$ cat src/design/hcs_pkg.sv
package hcs_pkg;

    localparam int EXT_W   = 19;
    localparam int NUM_W   = 32;
    localparam int DEN_W   = 16;
    localparam int MUL_W   = 19;
    localparam int PROD_W  = 2 * MUL_W;
    localparam int Y_W     = 18;

    localparam logic [EXT_W-1:0] MAX_EXTENSION = 19'd355736;
    localparam logic [16:0] Q16_ONE = 17'd65536;
    localparam logic [15:0] Q14_ONE = 16'd16384;

    // register indexes
    localparam logic [2:0] CFG_CENTER     = 3'd0;
    localparam logic [2:0] CFG_PILOT_LAG  = 3'd1;
    localparam logic [2:0] CFG_MAIN_LAG   = 3'd2;
    localparam logic [2:0] CFG_CRACK      = 3'd3;
    localparam logic [2:0] CFG_FULL       = 3'd4;
    localparam logic [2:0] CFG_EXT_STEP   = 3'd5;
    localparam logic [2:0] CFG_RET_STEP   = 3'd6;
    localparam logic [2:0] CFG_INIT_EXT   = 3'd7;

    localparam logic [14:0] PFRAC_TAB [6] = '{
        15'd0, 15'd6554, 15'd8192, 15'd9830, 15'd13107, 15'd16384
    };
    localparam logic signed [Y_W-1:0] PPRES_TAB [6] = '{
        18'sd0, 18'sd7680, 18'sd12800, 18'sd16640, 18'sd28800, 18'sd40960
    };

    localparam logic [EXT_W-1:0] EXT_TAB [18] = '{
        19'd0, 19'd3992, 19'd27617, 19'd60079, 19'd94202, 19'd135586,
        19'd173626, 19'd212610, 19'd237107, 19'd242727, 19'd264375,
        19'd268549, 19'd303743, 19'd306447, 19'd312013, 19'd320742,
        19'd328562, 19'd355736
    };
    localparam logic signed [Y_W-1:0] ANGLE_TAB [18] = '{
        -18'sd8545, -18'sd8412, -18'sd7634, -18'sd6554, -18'sd5404,
        -18'sd3981, -18'sd2639, -18'sd1219, -18'sd294, 18'sd79, 18'sd763,
        18'sd929, 18'sd2365, 18'sd2481, 18'sd2716, 18'sd3092, 18'sd3436,
        18'sd4677
    };

    typedef struct packed {
        logic signed [Y_W-1:0] y0;
        logic [15:0]           dx;
        logic [15:0]           dy;
        logic [15:0]           span;
    } t_seg;

    typedef struct packed {
        logic             start;
        logic [NUM_W-1:0] num;
        logic [DEN_W-1:0] den;
    } t_div_req;

    function automatic t_seg pilot_seg(input logic [14:0] x);
        t_seg       s;
        logic [2:0] sel;
        logic [2:0] lo;
        sel = 3'd5;
        for (int i = 5; i >= 1; i--) begin
            if (x <= PFRAC_TAB[i]) sel = 3'(i);
        end
        lo = sel - 3'd1;
        s.dx = '0;
        s.dy = '0;
        s.span = 16'd1;
        if (x == '0) begin
            s.y0 = PPRES_TAB[0];
        end else if (x >= PFRAC_TAB[5]) begin
            s.y0 = PPRES_TAB[5];
        end else begin
            s.y0 = PPRES_TAB[lo];
            s.dx = 16'(x - PFRAC_TAB[lo]);
            s.dy = 16'(PPRES_TAB[sel] - PPRES_TAB[lo]);
            s.span = 16'(PFRAC_TAB[sel] - PFRAC_TAB[lo]);
        end
        return s;
    endfunction

    function automatic t_seg ext_seg(input logic [EXT_W-1:0] x);
        t_seg       s;
        logic [4:0] sel;
        logic [4:0] lo;
        sel = 5'd17;
        for (int i = 17; i >= 1; i--) begin
            if (x <= EXT_TAB[i]) sel = 5'(i);
        end
        lo = sel - 5'd1;
        s.dx = '0;
        s.dy = '0;
        s.span = 16'd1;
        if (x == '0) begin
            s.y0 = ANGLE_TAB[0];
        end else if (x >= EXT_TAB[17]) begin
            s.y0 = ANGLE_TAB[17];
        end else begin
            s.y0 = ANGLE_TAB[lo];
            s.dx = 16'(x - EXT_TAB[lo]);
            s.dy = 16'(ANGLE_TAB[sel] - ANGLE_TAB[lo]);
            s.span = 16'(EXT_TAB[sel] - EXT_TAB[lo]);
        end
        return s;
    endfunction

    // divide by 2^k, nearest, halves away from zero
    function automatic logic signed [PROD_W-1:0] rnd_shift(
        input logic signed [PROD_W-1:0] p, input int k);
        logic [PROD_W-1:0] mag;
        mag = p[PROD_W-1] ? PROD_W'(-p) : PROD_W'(p);
        mag = (mag + (PROD_W'(1) << (k - 1))) >> k;
        return p[PROD_W-1] ? -signed'(mag) : signed'(mag);
    endfunction

    function automatic logic [EXT_W-1:0] ext_clamp(input logic signed [EXT_W+1:0] e);
        if (e < 0) return '0;
        if (e > signed'({2'b00, MAX_EXTENSION})) return MAX_EXTENSION;
        return e[EXT_W-1:0];
    endfunction

endpackage

$ cat src/design/hcs_div.sv
module hcs_div (
    input  logic                          i_clk,
    input  logic                          i_rst_n,
    input  hcs_pkg::t_div_req             i_req,
    output logic                          o_done,
    output logic [hcs_pkg::NUM_W-1:0]     o_quo
);

    logic                        r_busy;
    logic                        r_done;
    logic [4:0]                  r_cnt;
    logic [hcs_pkg::DEN_W:0]     r_rem;
    logic [hcs_pkg::NUM_W-1:0]   r_quo;
    logic [hcs_pkg::DEN_W-1:0]   r_den;
    logic [hcs_pkg::DEN_W:0]     rem_sh;
    logic                        fits;

    // restoring, one quotient bit a cycle
    assign rem_sh = {r_rem[hcs_pkg::DEN_W-1:0], r_quo[hcs_pkg::NUM_W-1]};
    assign fits   = rem_sh >= {1'b0, r_den};

    always_ff @(posedge i_clk) begin
        if (!i_rst_n) begin
            r_busy <= 1'b0;
            r_done <= 1'b0;
            r_cnt  <= '0;
        end else begin
            r_done <= 1'b0;
            if (i_req.start) begin
                r_busy <= 1'b1;
                r_cnt  <= 5'd31;
                r_rem  <= '0;
                r_quo  <= i_req.num;
                r_den  <= i_req.den;
            end else if (r_busy) begin
                r_rem <= fits ? rem_sh - {1'b0, r_den} : rem_sh;
                r_quo <= {r_quo[hcs_pkg::NUM_W-2:0], fits};
                r_cnt <= r_cnt - 5'd1;
                if (r_cnt == '0) begin
                    r_busy <= 1'b0;
                    r_done <= 1'b1;
                end
            end
        end
    end

    assign o_done = r_done;
    assign o_quo  = r_quo;

endmodule

$ cat src/design/hcs_mul.sv
module hcs_mul (
    input  logic                                i_clk,
    input  logic                                i_en,
    input  logic signed [hcs_pkg::MUL_W-1:0]    i_a,
    input  logic signed [hcs_pkg::MUL_W-1:0]    i_b,
    output logic signed [hcs_pkg::PROD_W-1:0]   o_p
);

    logic signed [hcs_pkg::PROD_W-1:0] r_p;

    always_ff @(posedge i_clk) begin
        if (i_en) r_p <= i_a * i_b;
    end

    assign o_p = r_p;

endmodule

$ cat src/design/pilot_hydraulic_cylinder_step.sv
// channel   direction  handshake                 word
// input     in         i_in_valid / o_in_stall   i_pwm_command
// result    out        o_out_valid / i_out_stall o_target_pressure .. o_blade_angle
// config    in         i_cfg_valid / o_cfg_ready i_cfg_index, i_cfg_data
//
// one tick makes four passes of the shared divider (pwm fraction, pilot table, flow
// ramp, angle table), with the multiplier and update states between them; the result
// is loaded into the output registers in S_DONE.
// o_in_stall is high from acceptance until the result is loaded and while a config
// word is offered; config is taken only while idle. a new word is taken while the
// previous result still waits under i_out_stall.
// synchronous active-low reset loads register defaults and the initial extension.
module pilot_hydraulic_cylinder_step (
    input  logic               i_clk,
    input  logic               i_rst_n,
    input  logic               i_in_valid,
    output logic               o_in_stall,
    input  logic [7:0]         i_pwm_command,
    output logic               o_out_valid,
    input  logic               i_out_stall,
    output logic signed [16:0] o_target_pressure,
    output logic signed [16:0] o_pilot_pressure,
    output logic signed [15:0] o_flow_fraction,
    output logic signed [16:0] o_extension_delta,
    output logic [18:0]        o_extension,
    output logic signed [14:0] o_blade_angle,
    input  logic               i_cfg_valid,
    output logic               o_cfg_ready,
    input  logic [2:0]         i_cfg_index,
    input  logic [18:0]        i_cfg_data
);

    localparam logic [4:0] S_IDLE  = 5'd0;
    localparam logic [4:0] S_FDIV  = 5'd1;
    localparam logic [4:0] S_PMUL  = 5'd2;
    localparam logic [4:0] S_PDIVS = 5'd3;
    localparam logic [4:0] S_PDIV  = 5'd4;
    localparam logic [4:0] S_LAG1  = 5'd5;
    localparam logic [4:0] S_LAG1W = 5'd6;
    localparam logic [4:0] S_FLS   = 5'd7;
    localparam logic [4:0] S_FLDIV = 5'd8;
    localparam logic [4:0] S_LAG2  = 5'd9;
    localparam logic [4:0] S_LAG2W = 5'd10;
    localparam logic [4:0] S_DMUL  = 5'd11;
    localparam logic [4:0] S_DMULW = 5'd12;
    localparam logic [4:0] S_EXT   = 5'd13;
    localparam logic [4:0] S_ASEG  = 5'd14;
    localparam logic [4:0] S_AMUL  = 5'd15;
    localparam logic [4:0] S_ADIVS = 5'd16;
    localparam logic [4:0] S_ADIV  = 5'd17;
    localparam logic [4:0] S_DONE  = 5'd18;

    logic [4:0]  r_state, n_state;

    logic [7:0]  r_center;
    logic [16:0] r_alpha_p, r_alpha_m;
    logic [15:0] r_crack, r_full, r_ext_step, r_ret_step;

    logic               r_neg, r_fz, r_ff, r_fneg;
    hcs_pkg::t_seg      r_seg;
    logic signed [16:0] r_target, r_pstate, r_delta;
    logic signed [15:0] r_ftarget, r_fstate;
    logic [18:0]        r_ext;
    logic signed [14:0] r_angle;

    logic               r_out_valid;
    logic signed [16:0] r_o_target, r_o_pilot, r_o_delta;
    logic signed [15:0] r_o_flow;
    logic [18:0]        r_o_ext;
    logic signed [14:0] r_o_angle;

    hcs_pkg::t_div_req  div_req;
    logic               div_done;
    logic [31:0]        div_quo;
    logic               mul_en;
    logic signed [18:0] mul_a, mul_b;
    logic signed [37:0] mul_p;

    logic               in_acc;
    logic [7:0]         pd, fden;
    logic [16:0]        pmag;
    logic               fz, ff;
    logic [15:0]        flden;
    logic [16:0]        alpha_p, alpha_m;
    logic [15:0]        ft_mag;
    logic signed [17:0] t_mag;
    logic signed [20:0] ext_sum;
    logic [18:0]        ext_next;

    hcs_div u_div (
        .i_clk   (i_clk),
        .i_rst_n (i_rst_n),
        .i_req   (div_req),
        .o_done  (div_done),
        .o_quo   (div_quo)
    );

    hcs_mul u_mul (
        .i_clk (i_clk),
        .i_en  (mul_en),
        .i_a   (mul_a),
        .i_b   (mul_b),
        .o_p   (mul_p)
    );

    assign in_acc     = i_in_valid && !o_in_stall;
    // a pending config word goes first
    assign o_in_stall = (r_state != S_IDLE) || i_cfg_valid;
    assign o_cfg_ready = (r_state == S_IDLE);

    assign alpha_p = (r_alpha_p > hcs_pkg::Q16_ONE) ? hcs_pkg::Q16_ONE : r_alpha_p;
    assign alpha_m = (r_alpha_m > hcs_pkg::Q16_ONE) ? hcs_pkg::Q16_ONE : r_alpha_m;

    always_comb begin
        // pwm fraction operands
        if (i_pwm_command > r_center) begin
            pd   = i_pwm_command - r_center;
            fden = 8'd255 - r_center;
        end else if (i_pwm_command < r_center) begin
            pd   = r_center - i_pwm_command;
            fden = r_center;
        end else begin
            pd   = '0;
            fden = 8'd1;
        end
        // flow ramp operands
        pmag  = r_pstate[16] ? 17'(-r_pstate) : 17'(r_pstate);
        fz    = pmag <= {1'b0, r_crack};
        ff    = r_full <= r_crack;
        flden = r_full - r_crack;
        ft_mag = r_fz ? 16'd0 :
                 r_ff ? hcs_pkg::Q14_ONE :
                 (div_quo > 32'(hcs_pkg::Q14_ONE)) ? hcs_pkg::Q14_ONE : div_quo[15:0];
        t_mag  = 18'(r_seg.y0 + signed'({2'b00, div_quo[15:0]}));
        ext_sum  = signed'({2'b00, r_ext}) + 21'(r_delta);
        ext_next = hcs_pkg::ext_clamp(ext_sum);

        div_req = '0;
        div_req.den = 16'd1;
        mul_en = 1'b0;
        mul_a  = '0;
        mul_b  = '0;
        unique case (r_state) inside
            S_IDLE: begin
                div_req.start = in_acc;
                div_req.num   = 32'({pd, 14'b0}) + 32'(fden >> 1);
                div_req.den   = 16'(fden);
            end
            S_PMUL, S_AMUL: begin
                mul_en = 1'b1;
                mul_a  = signed'({3'b000, r_seg.dx});
                mul_b  = signed'({3'b000, r_seg.dy});
            end
            S_PDIVS, S_ADIVS: begin
                div_req.start = 1'b1;
                div_req.num   = mul_p[31:0] + 32'(r_seg.span >> 1);
                div_req.den   = r_seg.span;
            end
            S_LAG1: begin
                mul_en = 1'b1;
                mul_a  = signed'({2'b00, alpha_p});
                mul_b  = 19'(r_target) - 19'(r_pstate);
            end
            S_FLS: begin
                div_req.start = 1'b1;
                if (!(fz || ff)) begin
                    div_req.num = (32'(17'(pmag - {1'b0, r_crack})) << 14)
                                  + 32'(flden >> 1);
                    div_req.den = flden;
                end
            end
            S_LAG2: begin
                mul_en = 1'b1;
                mul_a  = signed'({2'b00, alpha_m});
                mul_b  = 19'(r_ftarget) - 19'(r_fstate);
            end
            S_DMUL: begin
                mul_en = 1'b1;
                mul_a  = 19'(r_fstate);
                mul_b  = signed'({3'b000, r_fstate[15] ? r_ret_step : r_ext_step});
            end
            default: begin
            end
        endcase
    end

    always_comb begin
        n_state = r_state;
        unique case (r_state)
            S_IDLE:  if (in_acc) n_state = S_FDIV;
            S_FDIV:  if (div_done) n_state = S_PMUL;
            S_PMUL:  n_state = S_PDIVS;
            S_PDIVS: n_state = S_PDIV;
            S_PDIV:  if (div_done) n_state = S_LAG1;
            S_LAG1:  n_state = S_LAG1W;
            S_LAG1W: n_state = S_FLS;
            S_FLS:   n_state = S_FLDIV;
            S_FLDIV: if (div_done) n_state = S_LAG2;
            S_LAG2:  n_state = S_LAG2W;
            S_LAG2W: n_state = S_DMUL;
            S_DMUL:  n_state = S_DMULW;
            S_DMULW: n_state = S_EXT;
            S_EXT:   n_state = S_ASEG;
            S_ASEG:  n_state = S_AMUL;
            S_AMUL:  n_state = S_ADIVS;
            S_ADIVS: n_state = S_ADIV;
            S_ADIV:  if (div_done) n_state = S_DONE;
            S_DONE:  if (!r_out_valid || !i_out_stall) n_state = S_IDLE;
            default: n_state = S_IDLE;
        endcase
    end

    always_ff @(posedge i_clk) begin
        if (!i_rst_n) begin
            r_state     <= S_IDLE;
            r_out_valid <= 1'b0;
            r_center    <= 8'd127;
            r_alpha_p   <= 17'd16384;
            r_alpha_m   <= 17'd16384;
            r_crack     <= 16'd6400;
            r_full      <= 16'd32000;
            r_ext_step  <= 16'd512;
            r_ret_step  <= 16'd512;
            r_ext       <= hcs_pkg::ext_clamp(21'sd241534);
            r_pstate    <= '0;
            r_fstate    <= '0;
        end else begin
            r_state <= n_state;
            if (r_state == S_DONE && (!r_out_valid || !i_out_stall))
                r_out_valid <= 1'b1;
            else if (r_out_valid && !i_out_stall)
                r_out_valid <= 1'b0;

            if (i_cfg_valid && o_cfg_ready) begin
                unique case (i_cfg_index)
                    hcs_pkg::CFG_CENTER:    r_center   <= i_cfg_data[7:0];
                    hcs_pkg::CFG_PILOT_LAG: r_alpha_p  <= i_cfg_data[16:0];
                    hcs_pkg::CFG_MAIN_LAG:  r_alpha_m  <= i_cfg_data[16:0];
                    hcs_pkg::CFG_CRACK:     r_crack    <= i_cfg_data[15:0];
                    hcs_pkg::CFG_FULL:      r_full     <= i_cfg_data[15:0];
                    hcs_pkg::CFG_EXT_STEP:  r_ext_step <= i_cfg_data[15:0];
                    hcs_pkg::CFG_RET_STEP:  r_ret_step <= i_cfg_data[15:0];
                    hcs_pkg::CFG_INIT_EXT: begin
                        r_ext <= hcs_pkg::ext_clamp(signed'({2'b00, i_cfg_data}));
                    end
                    default: begin
                    end
                endcase
            end

            unique case (r_state)
                S_IDLE:  if (in_acc) r_neg <= i_pwm_command < r_center;
                S_FDIV:  if (div_done) r_seg <= hcs_pkg::pilot_seg(div_quo[14:0]);
                S_PDIV:  if (div_done) r_target <= r_neg ? 17'(-t_mag) : 17'(t_mag);
                S_LAG1W: r_pstate <= 17'(38'(r_pstate) + hcs_pkg::rnd_shift(mul_p, 16));
                S_FLS: begin
                    r_fz   <= fz;
                    r_ff   <= ff;
                    r_fneg <= r_pstate[16];
                end
                S_FLDIV: if (div_done) begin
                    r_ftarget <= r_fneg ? -signed'(ft_mag) : signed'(ft_mag);
                end
                S_LAG2W: r_fstate <= 16'(38'(r_fstate) + hcs_pkg::rnd_shift(mul_p, 16));
                S_DMULW: r_delta <= 17'(hcs_pkg::rnd_shift(mul_p, 14));
                S_EXT: begin
                    r_ext <= ext_next;
                    // held at a stop and pushing further into it
                    if (ext_next == r_ext &&
                        ((ext_next == '0 && r_delta < 0) ||
                         (ext_next == hcs_pkg::MAX_EXTENSION && r_delta > 0)))
                        r_delta <= '0;
                end
                S_ASEG:  r_seg <= hcs_pkg::ext_seg(r_ext);
                S_ADIV:  if (div_done) r_angle <= 15'(t_mag);
                S_DONE: begin
                    if (!r_out_valid || !i_out_stall) begin
                        r_o_target  <= r_target;
                        r_o_pilot   <= r_pstate;
                        r_o_flow    <= r_fstate;
                        r_o_delta   <= r_delta;
                        r_o_ext     <= r_ext;
                        r_o_angle   <= r_angle;
                    end
                end
                default: begin
                end
            endcase
        end
    end

    assign o_out_valid       = r_out_valid;
    assign o_target_pressure = r_o_target;
    assign o_pilot_pressure  = r_o_pilot;
    assign o_flow_fraction   = r_o_flow;
    assign o_extension_delta = r_o_delta;
    assign o_extension       = r_o_ext;
    assign o_blade_angle     = r_o_angle;

endmodule
$ cat config.mk
export PLATFORM = sky130hd
export DESIGN_NAME = pilot_hydraulic_cylinder_step
export DESIGN_NICKNAME = d
export VERILOG_FILES = /design/src/design/hcs_pkg.sv /design/src/design/hcs_div.sv /design/src/design/hcs_mul.sv /design/src/design/pilot_hydraulic_cylinder_step.sv
export SDC_FILE = /design/constraint.sdc
export NUM_CORES = 2
export LEC_CHECK = 0
export CAP_MARGIN = 30
export CELL_PAD_IN_SITES_DETAIL_PLACEMENT = 0
export CELL_PAD_IN_SITES_GLOBAL_PLACEMENT = 1
export CORE_MARGIN = 3
export CORE_UTILIZATION = 40
export CTS_CLUSTER_DIAMETER = 60
export DETAILED_ROUTE_END_ITERATION = 8
export DONT_BUFFER_PORTS = 1
export PLACE_DENSITY_LB_ADDON = 0.1
export SETUP_SLACK_MARGIN = 0.02
export SKIP_CTS_REPAIR_TIMING = 1
export SLEW_MARGIN = 20
export SYNTH_ARGS = -nofsm -noshare
export SYNTH_HDL_FRONTEND = slang
export SYNTH_HIERARCHICAL = 1
export SYNTH_SLANG_ARGS = --single-unit
$ cat constraint.sdc
create_clock -name i_clk -period 8.78 [get_ports i_clk]
set_input_delay 0.439 -clock i_clk [delete_from_list [all_inputs] [get_ports i_clk]]
set_output_delay 0.439 -clock i_clk [all_outputs]
set_load 0.02 [all_outputs]
== After elaboration in Yosys (flattened, before gate mapping) ==
Memories as Yosys holds them, arrays and structs flattened.
Index checks and enable logic that the tools add are counted.
Cells by class
  add/sub/neg operators: 32
  multiply operators: 1
  $lt $le $gt $ge: 39
  equal/unequal tests: 34
  muxes and demuxes: 109
  bitwise operators: 6
  reductions and logical operators: 50
Operators with widths (count)
  $mux W17: 15
  $mux W16: 15
  $mux W48: 5
  $mux W19: 9
  $pmux W19 S4: 2
  $pmux W49 S3: 1
  $le A19 B19 Y1 const B: 7
  $pmux W65 S2: 1
  $mux W5: 25
  $sub A16 B16 Y16: 6
  $le A19 B18 Y1 const B: 5
  $pmux W5 S19: 1
  $neg A17 Y17: 4
  $mux W65: 1
  $mux W32: 2
  $mux W15: 4
  $le A15 B14 Y1 const B: 3
  $eq A5 B4 Y1 const B: 8
  $logic_not A19 Y1: 2
  $mul A19 B19 Y38: 1
  $add A17 B17 Y17: 2
  $gt A17 B17 Y1 const B: 2
  $pmux W17 S2: 1
  $add A33 B16 Y33 const B: 1
  other kinds (68): 148
Storage, ports and cells
  bits in registers: 508
  memory bits (read-only): 2896
  output and inout port bits: 104
  word-level logic and storage cells: 316
  memories kept: 8
Memory list
  (no name shown): words 32, bits a word 19, read ports 1, clocked after memory_dff 0, wr ports 0, line hcs_pkg.sv:102  | s.span = 16'(EXT_TAB[sel] - EXT_TAB[lo]);
  (no name shown): words 32, bits a word 19, read ports 1, clocked after memory_dff 0, wr ports 0, line hcs_pkg.sv:102
  (no name shown): words 32, bits a word 18, read ports 1, clocked after memory_dff 0, wr ports 0, line hcs_pkg.sv:101  | s.dy = 16'(ANGLE_TAB[sel] - ANGLE_TAB[lo]);
  (no name shown): words 32, bits a word 18, read ports 1, clocked after memory_dff 0, wr ports 0, line hcs_pkg.sv:101
  (no name shown): words 8, bits a word 18, read ports 1, clocked after memory_dff 0, wr ports 0, line hcs_pkg.sv:76  | s.dy = 16'(PPRES_TAB[sel] - PPRES_TAB[lo]);
  (no name shown): words 8, bits a word 18, read ports 1, clocked after memory_dff 0, wr ports 0, line hcs_pkg.sv:76
  +2 memories

== Logic depth before layout (Yosys ltp) ==
  depth in word-level cells: 28
  mapped depth: 42

== By module ==
Netlist, hierarchy kept.
By module, submodules not included
  pilot_hydraulic_cylinder_step: times used 1, cells each 4041, area an instance 33093.0 um2
  hcs_mul: times used 1, cells each 1521, area an instance 14796.7 um2
  hcs_div: times used 1, cells each 319, area an instance 3828.7 um2

== Least setup slack after synthesis ==
No wires, ideal clock.
  kind: reg-to-reg
  from: register r_ftarget[0]
  to: register u_mul.r_p, in the netlist u_mul/o_p[33], data pin
  library setup time: 0.260 ns
  arrival time: 8.885 ns
  data required time: 8.520 ns
  setup slack: -0.366 ns
  cell stages (with the launch flop): 38
  cell sequence: edfxtp_1 > inv_1 > ha_1 > inv_1 > fa_1 > a21o_1 > a21oi_1 > o21ai_0 > a21oi_1 > o21ai_0 > a21oi_1 > o21ai_0 > a21oi_1 > o21ai_0 > a21o_1 > a211oi_1 > nor2_1 > nor4_1 > [2 not listed] > clkbuf_1 > nand2_1 > fa_1 > fa_1 > inv_1 > fa_1 > fa_1 > fa_1 > fa_1 > fa_1 > ha_1 > buf_2 > and4_1 > a41oi_2 > a21boi_2 > nand3_1 > a311oi_2 > xnor2_1
Between the ends
  longest elaborated chain between the ends: 3
Ends and longest elaborated chain
  from (decl): line pilot_hydraulic_cylinder_step.sv:62  | logic signed [15:0] r_ftarget, r_fstate;
  from (signal assigned): line pilot_hydraulic_cylinder_step.sv:262  | r_ftarget <= r_fneg ? -signed'(ft_mag) : signed'(ft_mag);
  $sub A16 B16 Y17: line pilot_hydraulic_cylinder_step.sv:175  | mul_b = 19'(r_ftarget) - 19'(r_fstate);
  $pmux W19 S4: line pilot_hydraulic_cylinder_step.sv:143  | unique case (r_state) inside
  via mul_b[17]: line pilot_hydraulic_cylinder_step.sv:76  | logic signed [18:0] mul_a, mul_b;
  $mul A19 B19 Y38: line hcs_mul.sv:12  | if (i_en) r_p <= i_a * i_b;
  to (signal assigned): line hcs_mul.sv:12
  to (decl): line hcs_mul.sv:9  | logic signed [hcs_pkg::PROD_W-1:0] r_p;
The timed path passes the listed nets, and every way through them passes these cells.
A chain may end at the register's enable or synchronous reset.

== Final worst setup path ==
  from: register r_target[0]
  to: register u_mul.r_p, in the netlist u_mul/o_p[23], data pin
Between the ends
  longest elaborated chain between the ends: 3
Ends and longest elaborated chain
  from (decl): line pilot_hydraulic_cylinder_step.sv:61  | logic signed [16:0] r_target, r_pstate, r_delta;
  from (signal assigned): line pilot_hydraulic_cylinder_step.sv:254  | S_PDIV: if (div_done) r_target <= r_neg ? 17'(-t_mag) : 17'(t_mag);
  $sub A17 B17 Y18: line pilot_hydraulic_cylinder_step.sv:162  | mul_b = 19'(r_target) - 19'(r_pstate);
  $pmux W19 S4: line pilot_hydraulic_cylinder_step.sv:143
  via mul_b[14]: line pilot_hydraulic_cylinder_step.sv:76
  $mul A19 B19 Y38: line hcs_mul.sv:12
The timed path passes the listed nets, and every way through them passes these cells.

==> results.yml <==
final_layout:
  drive_gt1_share_pct: 13.0
  syn2layout_area_growth_pct: 15.1
  finalNonFillerCells: 7768
  nNetsFinal: 6860
  fin_util_pct: 46.7
pwr:
  p_comb_share_pct: 51.0
  p_per_area_mw_per_mm2: 203
  pwr-share-seq_pct: 24.3
  swShare_pct: 43.8
  p_leak_nw: 25.2
  p_switching_mw: 5.27
  p_clk_share_pct: 24.7
  power_mw: 12.0
  p_int_mw: 6.75
  peakVddDrop_uv: 150
floorplan:
  dieArea_mm2: 0.133
  start_util_pct: 40.6
  fp.dieW_um: 365
  core_mm2: 0.127
  die_h_um: 365
  io_pins: 139
  num_rows: 130
timing:
  final_max_slew_viol_count: 0
  skew_ns: 0.0613
  rsz0062_at_grt: "true"
  max_freq_mhz: 112
  finalCriticalPeriod_ns: 8.97
  tightest_slew_ns: 1.05
  whs_ns: 0.0105
  setup_slack_ns: -0.185
  post-route-period-util_pct: 102
  hold_viol: 0
  setup_viol: 8
  relSlewSlack_pct: 30.1
global_routing:
  grt_usage_pct: 30.5
  grt_pass1_wl_mm: 298
  grt_util_met3_pct: 6.04
  antenna_found_initial: 22
  met2_usage_pct: 45.8
  busiest_layer: "met2"
  use_met1_pct: 43.7
  grt_max_degree: 78
  grt_pass1_vias: 43200
  overflow: 0
place:
  dp.final_hpwl_mm: 163
  place_ws_ns: -0.461
  place.gp.congestion: 0.961
  io_buffers: 0
  dp_cells: 7584
synth:
  syn_nets: 6665
  synth_warnings: 6
  syn_inst: 5856
  avgSynthCellArea_um2: 8.79
  syn_area_mm2: 0.0515
clocking:
  htreeDepth: 3
  root_buffer: "clkbuf_16"
  cts_buffers: 71
  cts_num_sinks: 504
  cts_tree: "yes"
  clockBufferDepth: 3
  clkTransAtPathRegs_ns: 0.06
  worstSkewPairLatency_ns: 0.70
min_path:
  hold_class: "in -> reg"
detailed_routing:
  vias: 45200
  routedWlPerCell_um: 26.5
  drtIter0Drc: 4979
  detail-route-antenna-nets: 0
  via_per_inst: 5.82
  first_pass_iters: 9
  route.detailed.drc: 0
  finalWirelength_mm: 206
status:
  status: "finished, violations left"
  violations: "setup timing"
setup_path:
  required_ns: 9.30
  critPathBufInv: 4
  critPathKind: "reg -> reg"
  critical_path.endpoint_type: "flop"
  cp-start-kind: "flop"
  slowest_delay_ns: 0.61
  cp_top_family: "adder cells"
  crit_slowest_cell: "fa_2"
  critPathMaxFanout: 3
  worstPathArrival_ns: 9.48
run:
  cap_violations: 0
-- worst register-to-register path, delay by kind of cell (launching register included) --
family                     cells  cell delay (ns)
adders and majority gates     10             4.34
AOI/OAI and AO/OA             18             2.87
DFF                            1             0.38
buffers and inverters          4             0.22
and+or+nand+nor                4             0.99
-- flip-flops by register name (all words and copies together) (netlist names), 17 cells and up --
| signal | flops |
|---|---|
| r_seg | 65 |
| o_extension | 19 |
| r_pstate | 17 |
| r_delta | 17 |
| r_alpha_m | 17 |
| u_div/o_quo | 32 |
| o_pilot_pressure | 17 |
| o_extension_delta | 17 |
| r_target | 17 |
| o_target_pressure | 17 |
| u_mul/o_p | 34 |
| r_ext | 19 |
| r_alpha_p | 17 |
-- power groups by stage --
stage	clock, mW	combinational (mW)	sequential, mW
final	2.97	6.12	2.92
after global routing	3.13	6.68	2.93
after CTS	3.03	6.01	2.91
after detailed placement	0	5.97	2.96
after global placement	0	5.97	2.96
after floorplan	0	4.10	2.85
-- cell usage in the layout (no fill, tap or decap), drive strengths merged, types with 40 or more instances in the layout --
master and instances:
edfxtp 333, or3 50, nor2b 52, a21o 87, o211ai 53, o22ai 44, nor3 98, a21oi 360
fa 385, a31oi 46, and2 205, and3 40, nor4 42, clkbuf 87, nand3 126, ha 389
o21bai 52, xor2 111, nand2 724, buf 389, dfxtp 171, nand2b 52, nand4 44, o21ai 282
nor2 337, mux2 44, inv 649, xnor2 270
-- stage by stage --
stage / setup TNS [ns] / instance area, um^2
final: -0.604 / 59200
after global routing: -4.92 / 59200
after CTS: -5.70 / 57800
after detailed placement: -4.67 / 55400
after global placement: -3.76 / 55400
after floorplan: 0 / 51500
-- final timing paths --
kind | from | end | slack [ns] | depth (start not counted)
hold / removal | i_cfg_data[18] | r_ext[18] | 0.01 | 2
hold reg to reg | r_angle[12] | o_blade_angle[12] | 0.42 | 0
setup reg to reg | r_target[0] | u_mul/o_p[23] | -0.19 | 36
setup / recovery | r_target[0] | u_mul/o_p[23] | -0.19 | 36
-- routing by layer --
layer / vias to the layer above / routed length (um)
li1: 20700 / -
met1: 22400 / 91500
met2: 1826 / 88700
met3: 286 / 18200
met4: 8 / 7660
met5: - / 62
-- area by class of cell --
| class | count | area [um^2] |
|---|---|---|
| well taps | 1650 | 2060 |
| fillers | 12300 | 67500 |
| repair buffers | 411 | 3380 |
| clock buffers | 87 | 1870 |
| inverters | 639 | 2410 |
| diodes | 8 | 20.0 |
| flip-flops and latches | 504 | 13400 |
| clock inverters | 45 | 533 |
| multi-input cells | 4424 | 35500 |
Note: power is estimated with default switching activity, not from simulation.
